--- config.mk ---
export PLATFORM = sky130hd
export DESIGN_NAME = block_read_command_parser_core
export DESIGN_NICKNAME = d
export VERILOG_FILES = /design/src/brcp_pkg.sv /design/src/brcp_parser.sv /design/src/brcp_out_buf.sv /design/src/block_read_command_parser_core.sv
export SDC_FILE = /design/constraint.sdc
export NUM_CORES = 1
export LEC_CHECK = 0
export ABC_AREA = 1
export BUFFER_PORTS_ARGS = -buffer_cell sky130_fd_sc_hd__buf_2
export CAP_MARGIN = 40
export CORE_UTILIZATION = 56
export CTS_BUF_LIST = sky130_fd_sc_hd__clkbuf_16
export CTS_CLUSTER_DIAMETER = 50
export DETAILED_ROUTE_END_ITERATION = 6
export GPL_TIMING_DRIVEN = 0
export HOLD_SLACK_MARGIN = 0.1
export PLACE_DENSITY = 0.81
export SLEW_MARGIN = 40
export SYNTH_ARGS = -nofsm -noshare
export SYNTH_HDL_FRONTEND = slang
export SYNTH_HIERARCHICAL = 1
export SYNTH_SLANG_ARGS = --single-unit
--- constraint.sdc ---
create_clock -name clk -period 7.75 [get_ports clk]
set_input_delay 0.775 -clock clk [delete_from_list [all_inputs] [get_ports clk]]
set_output_delay 0.775 -clock clk [all_outputs]
set_load 0.01 [all_outputs]
--- src/brcp_pkg.sv ---
`default_nettype none
// ----------------------------------------------------------------------------
// brcp_pkg: shared types and constants for the block-read command parser
// Character codes, value width, parser phase encoding and the result record.
// ----------------------------------------------------------------------------
package brcp_pkg;

  localparam int VALUE_WIDTH = 16;
  localparam logic [VALUE_WIDTH-1:0] VALUE_MAX = {VALUE_WIDTH{1'b1}};

  localparam logic [7:0] CHAR_ZERO  = 8'h30;
  localparam logic [7:0] CHAR_NINE  = 8'h39;
  localparam logic [7:0] CHAR_SPACE = 8'h20;
  localparam logic [7:0] CHAR_COLON = 8'h3A;

  typedef enum logic [3:0] {
    PH_SKIP0  = 4'd0,
    PH_SKIP1  = 4'd1,
    PH_PRE_CH = 4'd2,
    PH_CH     = 4'd3,
    PH_PRE_DR = 4'd4,
    PH_DR     = 4'd5,
    PH_PRE_TR = 4'd6,
    PH_TR     = 4'd7,
    PH_PRE_SE = 4'd8,
    PH_SE     = 4'd9,
    PH_DONE   = 4'd10,
    PH_ERR    = 4'd11
  } phase_t;

  typedef struct packed {
    logic                   status;
    logic [VALUE_WIDTH-1:0] channel;
    logic [VALUE_WIDTH-1:0] drive;
    logic [VALUE_WIDTH-1:0] track;
    logic [VALUE_WIDTH-1:0] sector;
  } res_t;

endpackage
`default_nettype wire

--- src/brcp_parser.sv ---
`default_nettype none
// ----------------------------------------------------------------------------
// brcp_parser: phase tracker and number accumulators
// Consumes one character per accepted request and emits the parsed command
// on the request flagged as last.
// ----------------------------------------------------------------------------
module brcp_parser (
  input  wire logic         clk,
  input  wire logic         rst_n,
  input  wire logic         accept,
  input  wire logic [7:0]   cmd_byte,
  input  wire logic         last,
  output logic              res_valid,
  output brcp_pkg::res_t    res
);
  import brcp_pkg::*;

  phase_t                 phase_r, phase_nxt;
  logic [VALUE_WIDTH-1:0] ch_r, dr_r, tr_r, se_r;
  logic [VALUE_WIDTH-1:0] ch_nxt, dr_nxt, tr_nxt, se_nxt;
  logic [VALUE_WIDTH-1:0] acc_cur, acc_upd;
  logic [VALUE_WIDTH+3:0] acc_ext;
  logic                   is_digit, is_space, is_colon, wr;
  logic [3:0]             digit;

  assign is_digit = (cmd_byte >= CHAR_ZERO) && (cmd_byte <= CHAR_NINE);
  assign is_space = (cmd_byte == CHAR_SPACE);
  assign is_colon = (cmd_byte == CHAR_COLON);
  assign digit    = 4'(cmd_byte - CHAR_ZERO);

  // pick the accumulator the current phase feeds
  always_comb begin
    case (phase_r)
      PH_PRE_CH, PH_CH: acc_cur = ch_r;
      PH_PRE_DR, PH_DR: acc_cur = dr_r;
      PH_PRE_TR, PH_TR: acc_cur = tr_r;
      default:          acc_cur = se_r;
    endcase
  end

  // acc * 10 + digit, saturating
  assign acc_ext = ({4'd0, acc_cur} << 3) + ({4'd0, acc_cur} << 1)
                 + {{VALUE_WIDTH{1'b0}}, digit};
  assign acc_upd = (acc_ext > {4'd0, VALUE_MAX}) ? VALUE_MAX : acc_ext[VALUE_WIDTH-1:0];

  always_comb begin
    phase_nxt = phase_r;
    wr        = 1'b0;
    case (phase_r)
      PH_SKIP0: phase_nxt = PH_SKIP1;
      PH_SKIP1: phase_nxt = PH_PRE_CH;
      PH_PRE_CH, PH_PRE_DR, PH_PRE_TR, PH_PRE_SE: begin
        if (is_digit) begin
          phase_nxt = phase_t'(phase_r + 4'd1);
          wr        = 1'b1;
        end else if (is_space || (phase_r == PH_PRE_CH && is_colon)) begin
          phase_nxt = phase_r;
        end else begin
          phase_nxt = PH_ERR;
        end
      end
      PH_CH, PH_DR, PH_TR, PH_SE: begin
        if (is_digit) begin
          wr = 1'b1;
        end else if (is_space) begin
          phase_nxt = phase_t'(phase_r + 4'd1);
        end else begin
          phase_nxt = PH_ERR;
        end
      end
      default: phase_nxt = phase_r;
    endcase
  end

  always_comb begin
    ch_nxt = ch_r;
    dr_nxt = dr_r;
    tr_nxt = tr_r;
    se_nxt = se_r;
    if (wr) begin
      case (phase_r)
        PH_PRE_CH, PH_CH: ch_nxt = acc_upd;
        PH_PRE_DR, PH_DR: dr_nxt = acc_upd;
        PH_PRE_TR, PH_TR: tr_nxt = acc_upd;
        default:          se_nxt = acc_upd;
      endcase
    end
  end

  assign res_valid = accept && last;

  always_comb begin
    if (phase_nxt == PH_ERR) begin
      res = '{status: 1'b1, channel: '0, drive: '0, track: '0, sector: '0};
    end else begin
      res = '{status: 1'b0, channel: ch_nxt, drive: dr_nxt, track: tr_nxt, sector: se_nxt};
    end
  end

  // return to the reset state once the last request is consumed
  always_ff @(posedge clk) begin
    if (!rst_n || (accept && last)) begin
      phase_r <= PH_SKIP0;
      ch_r    <= '0;
      dr_r    <= '0;
      tr_r    <= '0;
      se_r    <= '0;
    end else if (accept) begin
      phase_r <= phase_nxt;
      ch_r    <= ch_nxt;
      dr_r    <= dr_nxt;
      tr_r    <= tr_nxt;
      se_r    <= se_nxt;
    end
  end

  a_restart: assert property (@(posedge clk) disable iff (!rst_n)
    (accept && last) |=> (phase_r == PH_SKIP0 && ch_r == '0 && se_r == '0))
    else $error("parser did not restart after last request");

  a_err_zero: assert property (@(posedge clk) disable iff (!rst_n)
    (res_valid && res.status) |-> (res.channel == '0 && res.sector == '0))
    else $error("error result carries nonzero fields");

endmodule
`default_nettype wire

--- src/brcp_out_buf.sv ---
`default_nettype none
// ----------------------------------------------------------------------------
// brcp_out_buf: two-entry result buffer
// Decouples the result channel stall from the parser so a request can be
// taken while a finished result still waits.
// ----------------------------------------------------------------------------
module brcp_out_buf (
  input  wire logic           clk,
  input  wire logic           rst_n,
  input  wire logic           push,
  input  wire brcp_pkg::res_t push_res,
  input  wire logic           out_stall,
  output logic                out_valid,
  output logic                full,
  output brcp_pkg::res_t      head
);
  import brcp_pkg::*;

  logic [1:0] count_r, count_nxt;
  res_t       slot0_r, slot1_r;
  logic       pop;

  assign out_valid = (count_r != 2'd0);
  assign full      = (count_r == 2'd2);
  assign pop       = out_valid && !out_stall;
  assign head      = slot0_r;

  always_comb begin
    count_nxt = count_r;
    if (push && !pop) begin
      count_nxt = count_r + 2'd1;
    end else if (pop && !push) begin
      count_nxt = count_r - 2'd1;
    end
  end

  always_ff @(posedge clk) begin
    if (!rst_n) begin
      count_r <= 2'd0;
    end else begin
      count_r <= count_nxt;
    end
  end

  // payload: head refills from the second slot or straight from the parser
  always_ff @(posedge clk) begin
    if (count_r == 2'd2 && pop) begin
      slot0_r <= slot1_r;
    end else if (push && (count_r == 2'd0 || (count_r == 2'd1 && pop))) begin
      slot0_r <= push_res;
    end
    if (push && count_r == 2'd1 && !pop) begin
      slot1_r <= push_res;
    end
  end

  a_no_overflow: assert property (@(posedge clk) disable iff (!rst_n)
    full |-> !push)
    else $error("result pushed into full buffer");

  a_count_range: assert property (@(posedge clk) disable iff (!rst_n)
    count_r != 2'd3)
    else $error("result buffer count out of range");

endmodule
`default_nettype wire

--- src/block_read_command_parser_core.sv ---
`default_nettype none
// ----------------------------------------------------------------------------
// block_read_command_parser_core: block-read command text parser
// Parses channel, drive, track and sector numbers from a command byte stream.
// ----------------------------------------------------------------------------
// One command character is taken per cycle, back to back, while in_stall
// is low; the phase and accumulator update for a character settles within
// that cycle, and the result of the last-flagged character is registered
// into a two-entry result buffer whose head drives the result channel, so
// input continues while a result stalls, and stalls only when both are held.
// The first two characters are skipped, colons may precede the channel,
// spaces separate numbers, any other character before the space ending the
// sector gives status 1 with zero fields; numbers saturate at the all-ones value.
module block_read_command_parser_core (
  input  wire logic                             clk,
  input  wire logic                             rst_n,
  input  wire logic                             in_valid,
  output logic                                  in_stall,
  input  wire logic [7:0]                       in_command_byte,
  input  wire logic                             in_last_byte,
  output logic                                  out_valid,
  input  wire logic                             out_stall,
  output logic                                  out_status,
  output logic [brcp_pkg::VALUE_WIDTH-1:0]      out_channel,
  output logic [brcp_pkg::VALUE_WIDTH-1:0]      out_drive,
  output logic [brcp_pkg::VALUE_WIDTH-1:0]      out_track,
  output logic [brcp_pkg::VALUE_WIDTH-1:0]      out_sector
);
  import brcp_pkg::*;

  logic accept, res_valid, full;
  res_t res, head;

  assign in_stall = full;
  assign accept   = in_valid && !in_stall;

  brcp_parser u_parser (
    .clk       (clk),
    .rst_n     (rst_n),
    .accept    (accept),
    .cmd_byte  (in_command_byte),
    .last      (in_last_byte),
    .res_valid (res_valid),
    .res       (res)
  );

  brcp_out_buf u_out_buf (
    .clk       (clk),
    .rst_n     (rst_n),
    .push      (res_valid),
    .push_res  (res),
    .out_stall (out_stall),
    .out_valid (out_valid),
    .full      (full),
    .head      (head)
  );

  assign out_status  = head.status;
  assign out_channel = head.channel;
  assign out_drive   = head.drive;
  assign out_track   = head.track;
  assign out_sector  = head.sector;

endmodule
`default_nettype wire
==> flow_summary.yaml, run 1 <==
drt:
  vias_per_cell: 5.78
  met3_wirelength_mm: 2.52
  wl_per_cell_um: 18.1
  drc: 0
  top_layer: "met4"
  detail-route-antenna-nets: 0
  routed_wirelength_mm: 29.8
  vias: 9505
  met1_length_mm: 12.1
  drt_first_pass_iters: 6
  dr_wl_met2_mm: 13.7
  drtIter0Drc: 1070
power_and_ir_drop:
  intPower_mw: 2.38
  total_power_mw: 4.33
  sw_frac_of_total_pct: 44.9
  pwr-share-comb_pct: 46.8
  seqPwrFrac_pct: 33.2
  switchingPower_mw: 1.94
  ir_drop_uv: 271
  power.density_nw_per_um2: 357
  p_leak_nw: 5.41
  p_clk_share_pct: 19.9
worst_hold_path:
  min_path_type: "reg -> reg"
cts:
  clock_sink_count: 200
  cts_tree: "built"
  clock_latency_ns: 0.44
  ctsHtreeMaxLevel: 4
  cts_resized: 0
  numCtsBuffers: 17
  ctsHoldBuffers: 0
  cts_root_buf: "clkbuf_16"
  clk_pin_slew_ns: 0.08
  post-cts-setup-buffer-count: 0
  cts.path.max_buffers: 2
placed_design:
  dp_hpwl_mm: 22.2
  io_buffers: 79
  pre_cts_slack_ns: 2.45
  place_congestion: 1.01
  placed_cells: 1613
finish:
  fillCellCount: 1608
  layout_common_cells: "nand2_1 (342), edfxtp_1 (130), buf_2 (107)"
  nets: 1452
  drive_gt1_share_pct: 14.9
  final_common_cell: "nand2_1"
  final_cells: 1645
  antenna_cells: 0
  syn_to_final_growth_pct: 12.8
floorplanning:
  initial_core_util_pct: 57.2
  fp.dieArea_um2: 19700
  io_pins: 80
  fp-row-count: 50
  fp.coreArea_um2: 18800
  die_x_um: 140
  dieHeight_um: 140
grt:
  overflow: 0
  track_usage_pct: 30.9
  grt_pass1_wl_mm: 46.1
  grt_max_degree: 23
  grt_pass1_vias: 8966
  antenna_found_initial: 0
synth:
  syn_area_um2: 10700
  synth_edf_count: 130
  synthDistinctLibCells: 40
  synthesis.nets: 1341
  ys_async_sr_fraction_pct: 0
  ys_seq_area_share_pct: 49.4
  syn_area_per_cell_um2: 8.34
  synth_ff_type: "edfxtp_1"
  synth-seq-cells: 200
  yosysWarnings: 6
  netlist_instances: 1287
timing:
  hold_viol_final: 0
  clock-skew-final_ns: 0.0109
  tns_ns: 0
  setup_violations: 0
  fin_crit_sh_pct: 71.2
  max_freq_ghz: 0.181
  worst_pin_slew_ns: 0.933
  rsz0062_at_grt: "false"
  fin_crit_ns: 5.52
  slew_violations: 0
  slew_headroom_pct: 37.3
  setup_ws_ns: 2.23
setup_path:
  end_kind: "register"
  start_kind: "register"
  critPathKind: "reg -> reg"
  cp_data_required_time_ns: 7.95
  arrival_ns: 5.72
  cp_max_fo: 10
status:
  status: "finished, final reports clean"
flow_run:
  max_cap_violations: 0
==> critical path, stage by stage (launching register included) <==
cell      delay, ns
dfxtp_1        0.39
inv_1          0.13
ha_1           0.21
clkbuf_1       0.18
o21ai_1        0.61
clkbuf_1       0.41
o22ai_1        0.12
a21oi_1        0.15
o21ai_0        0.20
ha_1           0.33
ha_1           0.26
fa_1           0.42
nand2_1        0.07
nand2_1        0.09
nand3_1        0.11
nand2_1        0.11
nand3_1        0.09
nand3_1        0.09
xnor2_1        0.73
nand4_1        0.19
nand2_1        0.16
nor2_1         0.07
nand2_1        0.08
nand2_1        0.05
==> synth_stat cells (8+ instances only) <==
cell type,instances,share of area [%]
o21ai_0,73,3.4
edfxtp_1,130,36
nor2_1,89,3.1
nand2_1,342,12
o22ai_1,15,0.87
ha_1,39,4.5
nand3_1,88,4.1
clkbuf_1,36,1.3
a21oi_1,96,4.5
inv_1,104,3.6
dfxtp_1,70,13
nand4_1,68,4.0
nor3_1,8,0.37
or2_2,20,1.2
inv_2,9,0.31
o21ai_1,9,0.42
buf_4,8,0.56
buf_2,18,0.84
buf_6,14,1.5
a211oi_1,8,0.56
==> per-layer routing <==
layer | GRT usage [%] | vias up
li1 | - | 4588
met1 | 38.2 | 4404
met2 | 50.3 | 415
met3 | 7.35 | 98
met4 | 16.0 | 0
met5 | 0 | -
==> sequential cells by signal, summed over array words and instances, names as in the netlist <==
name / count
u_out_buf/head: 65
u_parser/se_r: 16
u_parser/ch_r: 16
u_out_buf/slot1_r: 65
u_parser/tr_r: 16
u_out_buf/count_r: 2
u_parser/dr_r: 16
u_parser/phase_r: 4
==> layout make-up <==
type / count / area, um^2 / share of cell area [%]
buffer: 78 / 450 / 3.72
clock buffer: 17 / 425 / 3.51
clock inverter: 15 / 141 / 1.17
inverter: 113 / 424 / 3.50
multi-input combinational: 896 / 4570 / 37.7
sequential: 200 / 5310 / 43.8
tap: 234 / 293 / 2.42
timing repair buffer: 92 / 503 / 4.15
==> final timing paths <==
kind | to | start | slack [ns] | depth (start not counted)
max reg2reg | u_out_buf/head[30] | u_parser/phase_r[0] | 2.23 | 23
min reg2reg | u_out_buf/count_r[0] | u_out_buf/count_r[0] | 0.49 | 2
min | u_out_buf/count_r[0] | u_out_buf/count_r[0] | 0.49 | 2
max | u_out_buf/head[30] | u_parser/phase_r[0] | 2.23 | 23
==> per-stage QoR <==
stage	utilization [%]	hold slack [ns]	instance area, um^2
2_1_floorplan	-	0.457	10700
3_3_place_gp	60.9	0.473	11400
3_5_place_dp	61.5	0.479	11500
4_1_cts	64.5	0.491	12100
5_1_grt	64.5	0.516	12100
6_report	64.5	0.491	12100
==> cells by family (layout without fill, tap and decap cells) <==
| family | Yosys count | in the layout | share of synthesized area (%) |
|---|---|---|---|
| and+or+nand+nor | 634 | 634 | 26.2 |
| AOI/OAI and AO/OA | 209 | 209 | 10.3 |
| DFF | 200 | 200 | 49.4 |
| buffers and inverters | 191 | 315 | 8.15 |
| adders and majority gates | 41 | 41 | 4.92 |
| xor gates and xnor gates | 12 | 12 | 0.979 |
==> power groups by stage <==
stage | registers (mW) | clock network (mW) | logic (mW)
2_1_floorplan | 1.51 | 0 | 1.25
3_3_place_gp | 1.47 | 0 | 1.87
3_5_place_dp | 1.46 | 0 | 1.95
4_1_cts | 1.44 | 0.867 | 1.95
5_1_grt | 1.45 | 0.907 | 2.17
6_report | 1.44 | 0.862 | 2.03
Note: power is estimated with default switching activity, not from simulation.
==> run 2, diff against run 1 <==
--- a/config.mk
+++ b/config.mk
@@ -8,13 +8,13 @@
 export ABC_AREA = 1
 export BUFFER_PORTS_ARGS = -buffer_cell sky130_fd_sc_hd__buf_2
 export CAP_MARGIN = 40
-export CORE_UTILIZATION = 56
+export CORE_UTILIZATION = 55
 export CTS_BUF_LIST = sky130_fd_sc_hd__clkbuf_16
 export CTS_CLUSTER_DIAMETER = 50
 export DETAILED_ROUTE_END_ITERATION = 6
 export GPL_TIMING_DRIVEN = 0
 export HOLD_SLACK_MARGIN = 0.1
-export PLACE_DENSITY = 0.81
+export PLACE_DENSITY = 0.83
 export SLEW_MARGIN = 40
 export SYNTH_ARGS = -nofsm -noshare
 export SYNTH_HDL_FRONTEND = slang
==> constraint.sdc (replaced) <==
create_clock -name clk -period 4.9 [get_ports clk]
set_input_delay 0.49 -clock clk [delete_from_list [all_inputs] [get_ports clk]]
set_output_delay 0.49 -clock clk [all_outputs]
set_load 0.01 [all_outputs]
==> flow_summary.yaml, run 2 (same netlist as run 1, synthesis figures left out) <==
status:
  status: "finished, final reports clean"
power_and_ir_drop:
  ir_drop_uv: 406
  power.density_nw_per_um2: 566
  total_power_mw: 6.99
  p_leak_nw: 5.49
finish:
  drive_gt1_share_pct: 16.8
  nets: 1457
  final_area_um2: 12300
  final_common_cell: "nand2_1"
  syn_to_final_growth_pct: 15.0
  layout_common_cells: "nand2_1 (340), edfxtp_1 (130), buf_2 (107)"
  final_cells: 1676
  antenna_cells: 0
  utilization_pct: 65.3
cts:
  cts_root_buf: "clkbuf_16"
  ctsHtreeMaxLevel: 4
  clk_pin_slew_ns: 0.07
  cts_tree: "built"
  clock_sink_count: 200
  clock_latency_ns: 0.44
  numCtsBuffers: 17
  ctsHoldBuffers: 0
  cts.path.max_buffers: 2
grt:
  track_usage_pct: 29.8
  overflow: 0
  grt_max_degree: 23
  grt_pass1_vias: 8873
  antenna_found_initial: 0
  grt_pass1_wl_mm: 45.5
flow_run:
  max_cap_violations: 0
drt:
  drt_first_pass_iters: 6
  vias_per_cell: 5.77
  vias: 9663
  detail-route-antenna-nets: 0
  drc: 0
  drtIter0Drc: 1087
  wl_per_cell_um: 17.6
  routed_wirelength_mm: 29.6
setup_path:
  start_kind: "register"
  critPathKind: "reg -> reg"
  cp_max_fo: 10
  arrival_ns: 4.90
  cp_data_required_time_ns: 5.09
  cp-startpoint: "u_parser/phase_r[1]"
  r2r_start: "u_parser/phase_r[1]"
  end_kind: "register"
floorplanning:
  dieHeight_um: 142
  die_x_um: 142
  fp.coreArea_um2: 18900
  initial_core_util_pct: 56.8
  fp.dieArea_um2: 20100
  fp-row-count: 50
  io_pins: 80
timing:
  clock-skew-final_ns: 0.00887
  hold_viol_final: 0
  slew_headroom_pct: 41.8
  setup_violations: 0
  worst_pin_slew_ns: 0.869
  tns_ns: 0
  slew_violations: 0
  fin_crit_sh_pct: 96.1
  max_freq_ghz: 0.212
  fin_crit_ns: 4.71
placed_design:
  placed_cells: 1639
  place_congestion: 1.07
  placed_area_um2: 11600
  dp_hpwl_mm: 22.1
  io_buffers: 79
worst_hold_path:
  hold_start: "rst_n"
  min_path_type: "in -> reg"
## run 2: layout make-up
cell class              instances  area (um^2)
clock buffers                  17          425
fillers                      1603         6550
inverters                     113          424
repair buffers                 97          541
well taps                     260          325
multi-input cells             897         4670
clock inverters                15          190
plain buffers                  77          462
flip-flops and latches        200         5310
## run 2: worst max-delay path, cell delays in order, from the launching register on
cell,delay (ns)
dfxtp_2,0.40
inv_1,0.11
ha_1,0.23
nand3_2,0.10
nand2_1,0.09
inv_2,0.07
nand2_4,0.09
inv_2,0.16
buf_2,0.30
a21oi_4,0.10
fa_1,0.52
fa_1,0.47
nand2_1,0.08
nand2_1,0.09
nand3_1,0.08
nand2_1,0.11
nand2_1,0.09
nand2_1,0.07
nand2_1,0.06
nand2_1,0.16
nor2_4,0.26
clkbuf_4,0.26
nand4_1,0.14
nand2_1,0.19
nor2_1,0.09
nand2_1,0.07
nand2_1,0.05
## run 2: through the flow
stage	hold slack (ns)	worst slack, ns
floorplan	0.457	0.0706
global placement	0.470	-1.14
detailed placement	0.475	-0.347
CTS	0.295	0.0900
global route	0.330	-0.000946
finish	0.302	0.193
## run 2: timing repair
| action | CTS | global route |
|---|---|---|
| setup endpoints to repair | 173 | 167 |
| pin swaps | 0 | 4 |
| cloned | 0 | 1 |
| buffers inserted | 0 | 5 |
| resized for setup | 8 | 30 |
## run 2: per-layer routing
| metal | vias to the layer above | GRT usage, % | part of all wire, % |
|---|---|---|---|
| met5 | - | 0 | 0 |
| met4 | 0 | 17.4 | 5.2 |
| met3 | 100 | 5.91 | 8.8 |
| met2 | 501 | 46.9 | 46 |
| met1 | 4459 | 38.2 | 40 |
| li1 | 4603 | - | - |
## run 2: path summary, 6_finish.rpt
kind                                        endpoint  slack, ns  cells after the start
worst min-delay path            u_out_buf/count_r[0]       0.30                      3
worst min register to register  u_out_buf/count_r[0]       0.49                      2
worst max-delay path              u_out_buf/head[63]       0.19                     26
worst max register to register    u_out_buf/head[63]       0.19                     26
## run 2: power by group
group	internal (mW)	leakage (nW)	switching [mW]
Combinational	0.977	3.39	2.28
Sequential	2.17	1.80	0.106
Clock	0.816	0.302	0.636
Total	3.97	5.49	3.02
==> run 3, diff against run 2 <==
--- a/config.mk
+++ b/config.mk
@@ -8,7 +8,9 @@
 export ABC_AREA = 1
 export BUFFER_PORTS_ARGS = -buffer_cell sky130_fd_sc_hd__buf_2
 export CAP_MARGIN = 40
-export CORE_UTILIZATION = 55
+export CELL_PAD_IN_SITES_DETAIL_PLACEMENT = 0
+export CELL_PAD_IN_SITES_GLOBAL_PLACEMENT = 1
+export CORE_UTILIZATION = 42
 export CTS_BUF_LIST = sky130_fd_sc_hd__clkbuf_16
 export CTS_CLUSTER_DIAMETER = 50
 export DETAILED_ROUTE_END_ITERATION = 6
==> constraint.sdc (replaced) <==
create_clock -name clk -period 4.9 [get_ports clk]
set_input_delay 0.49 -clock clk [delete_from_list [all_inputs] [get_ports clk]]
set_output_delay 0.49 -clock clk [all_outputs]
set_load 0.05 [all_outputs]
==> flow_summary.yaml, run 3 (same netlist as run 1, synthesis figures left out) <==
setup_path:
  cp.depth: 19
  cp_data_required_time_ns: 5.09
  end_kind: "register"
  worst_r2r_endpoint: "u_out_buf/head[44]"
  start_kind: "register"
  r2r_cells: 19
  cpMaxStageDelayCell: "xor2_1"
  cp_common_cell: "nand2_1"
  cp_max_fo: 10
  worstPathCellList: "ha_1 > clkbuf_4 > o21ai_4 > clkbuf_4 > o22ai_1 > a21oi_1 > o21ai_0 > ha_1 > ha_1 > or2_2 > nand3_1 > nand2_1 > a31oi_1 > xor2_1 > nand4_1 > nand2_1 > nor2_1 > nand2_1 > nand2_1"
  critPathMaxStageDelay_ns: 0.79
  r2r_setup_slack_ns: 0.14
  critPathKind: "reg -> reg"
  arrival_ns: 4.95
  r2r_start: "u_parser/phase_r[1]"
  crit_family: "simple AND/OR/NAND/NOR gates"
  cp-startpoint: "u_parser/phase_r[1]"
  crit_end: "u_out_buf/head[44]"
  crit_buf_inv: 2
status:
  status: "finished, final reports clean"
finish:
  layout_common_cells: "nand2_1 (339), edfxtp_1 (130), buf_2 (104)"
  syn_to_final_growth_pct: 16.1
  final_area_um2: 12500
  drive_gt1_share_pct: 17.6
  final_common_cell: "nand2_1"
  nets: 1461
  antenna_cells: 0
  multi_input_comb_area_um2: 4700
  regArea_um2: 5310
  fillCellCount: 2473
drt:
  vias: 9329
  drc: 0
  routed_wirelength_mm: 30.9
  detail-route-antenna-nets: 0
  drtIter0Drc: 811
  vias_per_cell: 5.33
  wl_per_cell_um: 17.6
  drt_first_pass_iters: 6
power_and_ir_drop:
  p_leak_nw: 5.50
  total_power_mw: 7.46
  p_clk_share_pct: 18.5
  power.density_nw_per_um2: 599
  switchingPower_mw: 3.57
  ir_drop_uv: 276
  intPower_mw: 3.89
  seqPwrFrac_pct: 30.5
  sw_frac_of_total_pct: 47.9
  pwr-share-comb_pct: 51.0
timing:
  setup_violations: 0
  worst_pin_slew_ns: 0.974
  fin_crit_ns: 4.76
  slew_headroom_pct: 34.9
  setup_ws_ns: 0.144
  fin_crit_sh_pct: 97.1
  hold_viol_final: 0
  max_freq_ghz: 0.210
  clock-skew-final_ns: 0.0138
  rsz0062_at_grt: "true"
  slew_violations: 0
floorplanning:
  dieHeight_um: 162
  io_pins: 80
  fp-row-count: 58
  fp.dieArea_um2: 26200
  die_x_um: 162
  fp.coreArea_um2: 25100
  initial_core_util_pct: 42.7
cts:
  cts_root_buf: "clkbuf_16"
  clock_sink_count: 200
  ctsHtreeMaxLevel: 4
  numCtsBuffers: 17
  clock_latency_ns: 0.44
  cts.path.max_buffers: 2
  cts_tree: "built"
  clk_pin_slew_ns: 0.08
  ctsHoldBuffers: 0
grt:
  grt_pass1_vias: 8542
  antenna_found_initial: 0
  overflow: 0
  grt_max_degree: 22
  grt_pass1_wl_mm: 47.3
  track_usage_pct: 23.8
placed_design:
  placed_area_um2: 11700
  dp_hpwl_mm: 23.3
  io_buffers: 79
  place_congestion: 0.950
  pre_cts_slack_ns: -0.505
flow_run:
  max_cap_violations: 0
worst_hold_path:
  min_path_type: "in -> reg"
-- run 3: area by class of cell --
class | instances | area share [%]
clock inverter | 15 | 1.18
inverter | 113 | 3.40
tap | 330 | 3.31
multi-input combinational | 896 | 37.7
clock buffer | 17 | 3.42
timing repair buffer | 102 | 4.54
sequential | 200 | 42.6
buffer | 77 | 3.83
-- run 3: worst min-delay path by stage --
stage | start | endpoint | slack, ns | depth (start not counted)
finish | rst_n | u_out_buf/count_r[0] | 0.30 | 3
floorplan | u_out_buf/count_r[0] | u_out_buf/count_r[0] | 0.46 | 2
detailed placement | u_out_buf/count_r[0] | u_out_buf/count_r[0] | 0.48 | 2
global placement | u_out_buf/count_r[0] | u_out_buf/count_r[0] | 0.47 | 2
CTS | rst_n | u_out_buf/count_r[0] | 0.29 | 3
global route | rst_n | u_out_buf/count_r[0] | 0.31 | 3
-- run 3: power groups by stage --
| stage | clock network, mW | registers (mW) | logic [mW] |
|---|---|---|---|
| 2_1_floorplan | 0 | 2.78 | 2.00 |
| 3_3_place_gp | 0 | 2.34 | 3.49 |
| 3_5_place_dp | 0 | 2.31 | 3.58 |
| 4_1_cts | 1.41 | 2.27 | 3.60 |
| 5_1_grt | 1.47 | 2.30 | 4.04 |
| 6_report | 1.38 | 2.28 | 3.80 |
-- run 3: stage by stage --
step / TNS [ns] / util, % / std cells / hold slack [ns]
after floorplan: 0 / - / 1287 / 0.457
after global placement: -188.43 / 46.0 / 1696 / 0.472
after detailed placement: -50.79 / 46.4 / 1709 / 0.483
after CTS: 0 / 48.8 / 1740 / 0.290
after global routing: -0.0324 / 49.6 / 1750 / 0.310
final: 0 / 49.6 / 1750 / 0.301
-- run 3: layer usage --
metal	share of wire (%)	up-vias	global-route usage, %
li1	-	4601	-
met5	0	-	0
met1	45	4350	32.2
met4	3.1	0	8.83
met3	5.7	59	4.24
met2	46	319	38.0
-- run 3: what timing repair did --
action	in CTS	in global routing
setup buffers	0	10
pin swaps	0	6
setup endpoints to repair	191	166
gates resized for setup	10	38
-- run 3: worst register-to-register path, cell delays in order, from the launching register on --
cell and delay [ns]:
dfxtp_4 0.38, ha_1 0.18, clkbuf_4 0.18, o21ai_4 0.23
clkbuf_4 0.25, o22ai_1 0.08, a21oi_1 0.26, o21ai_0 0.21
ha_1 0.33, ha_1 0.34, or2_2 0.34, nand3_1 0.09
nand2_1 0.12, a31oi_1 0.19, xor2_1 0.79, nand4_1 0.21
nand2_1 0.15, nor2_1 0.07, nand2_1 0.06, nand2_1 0.05
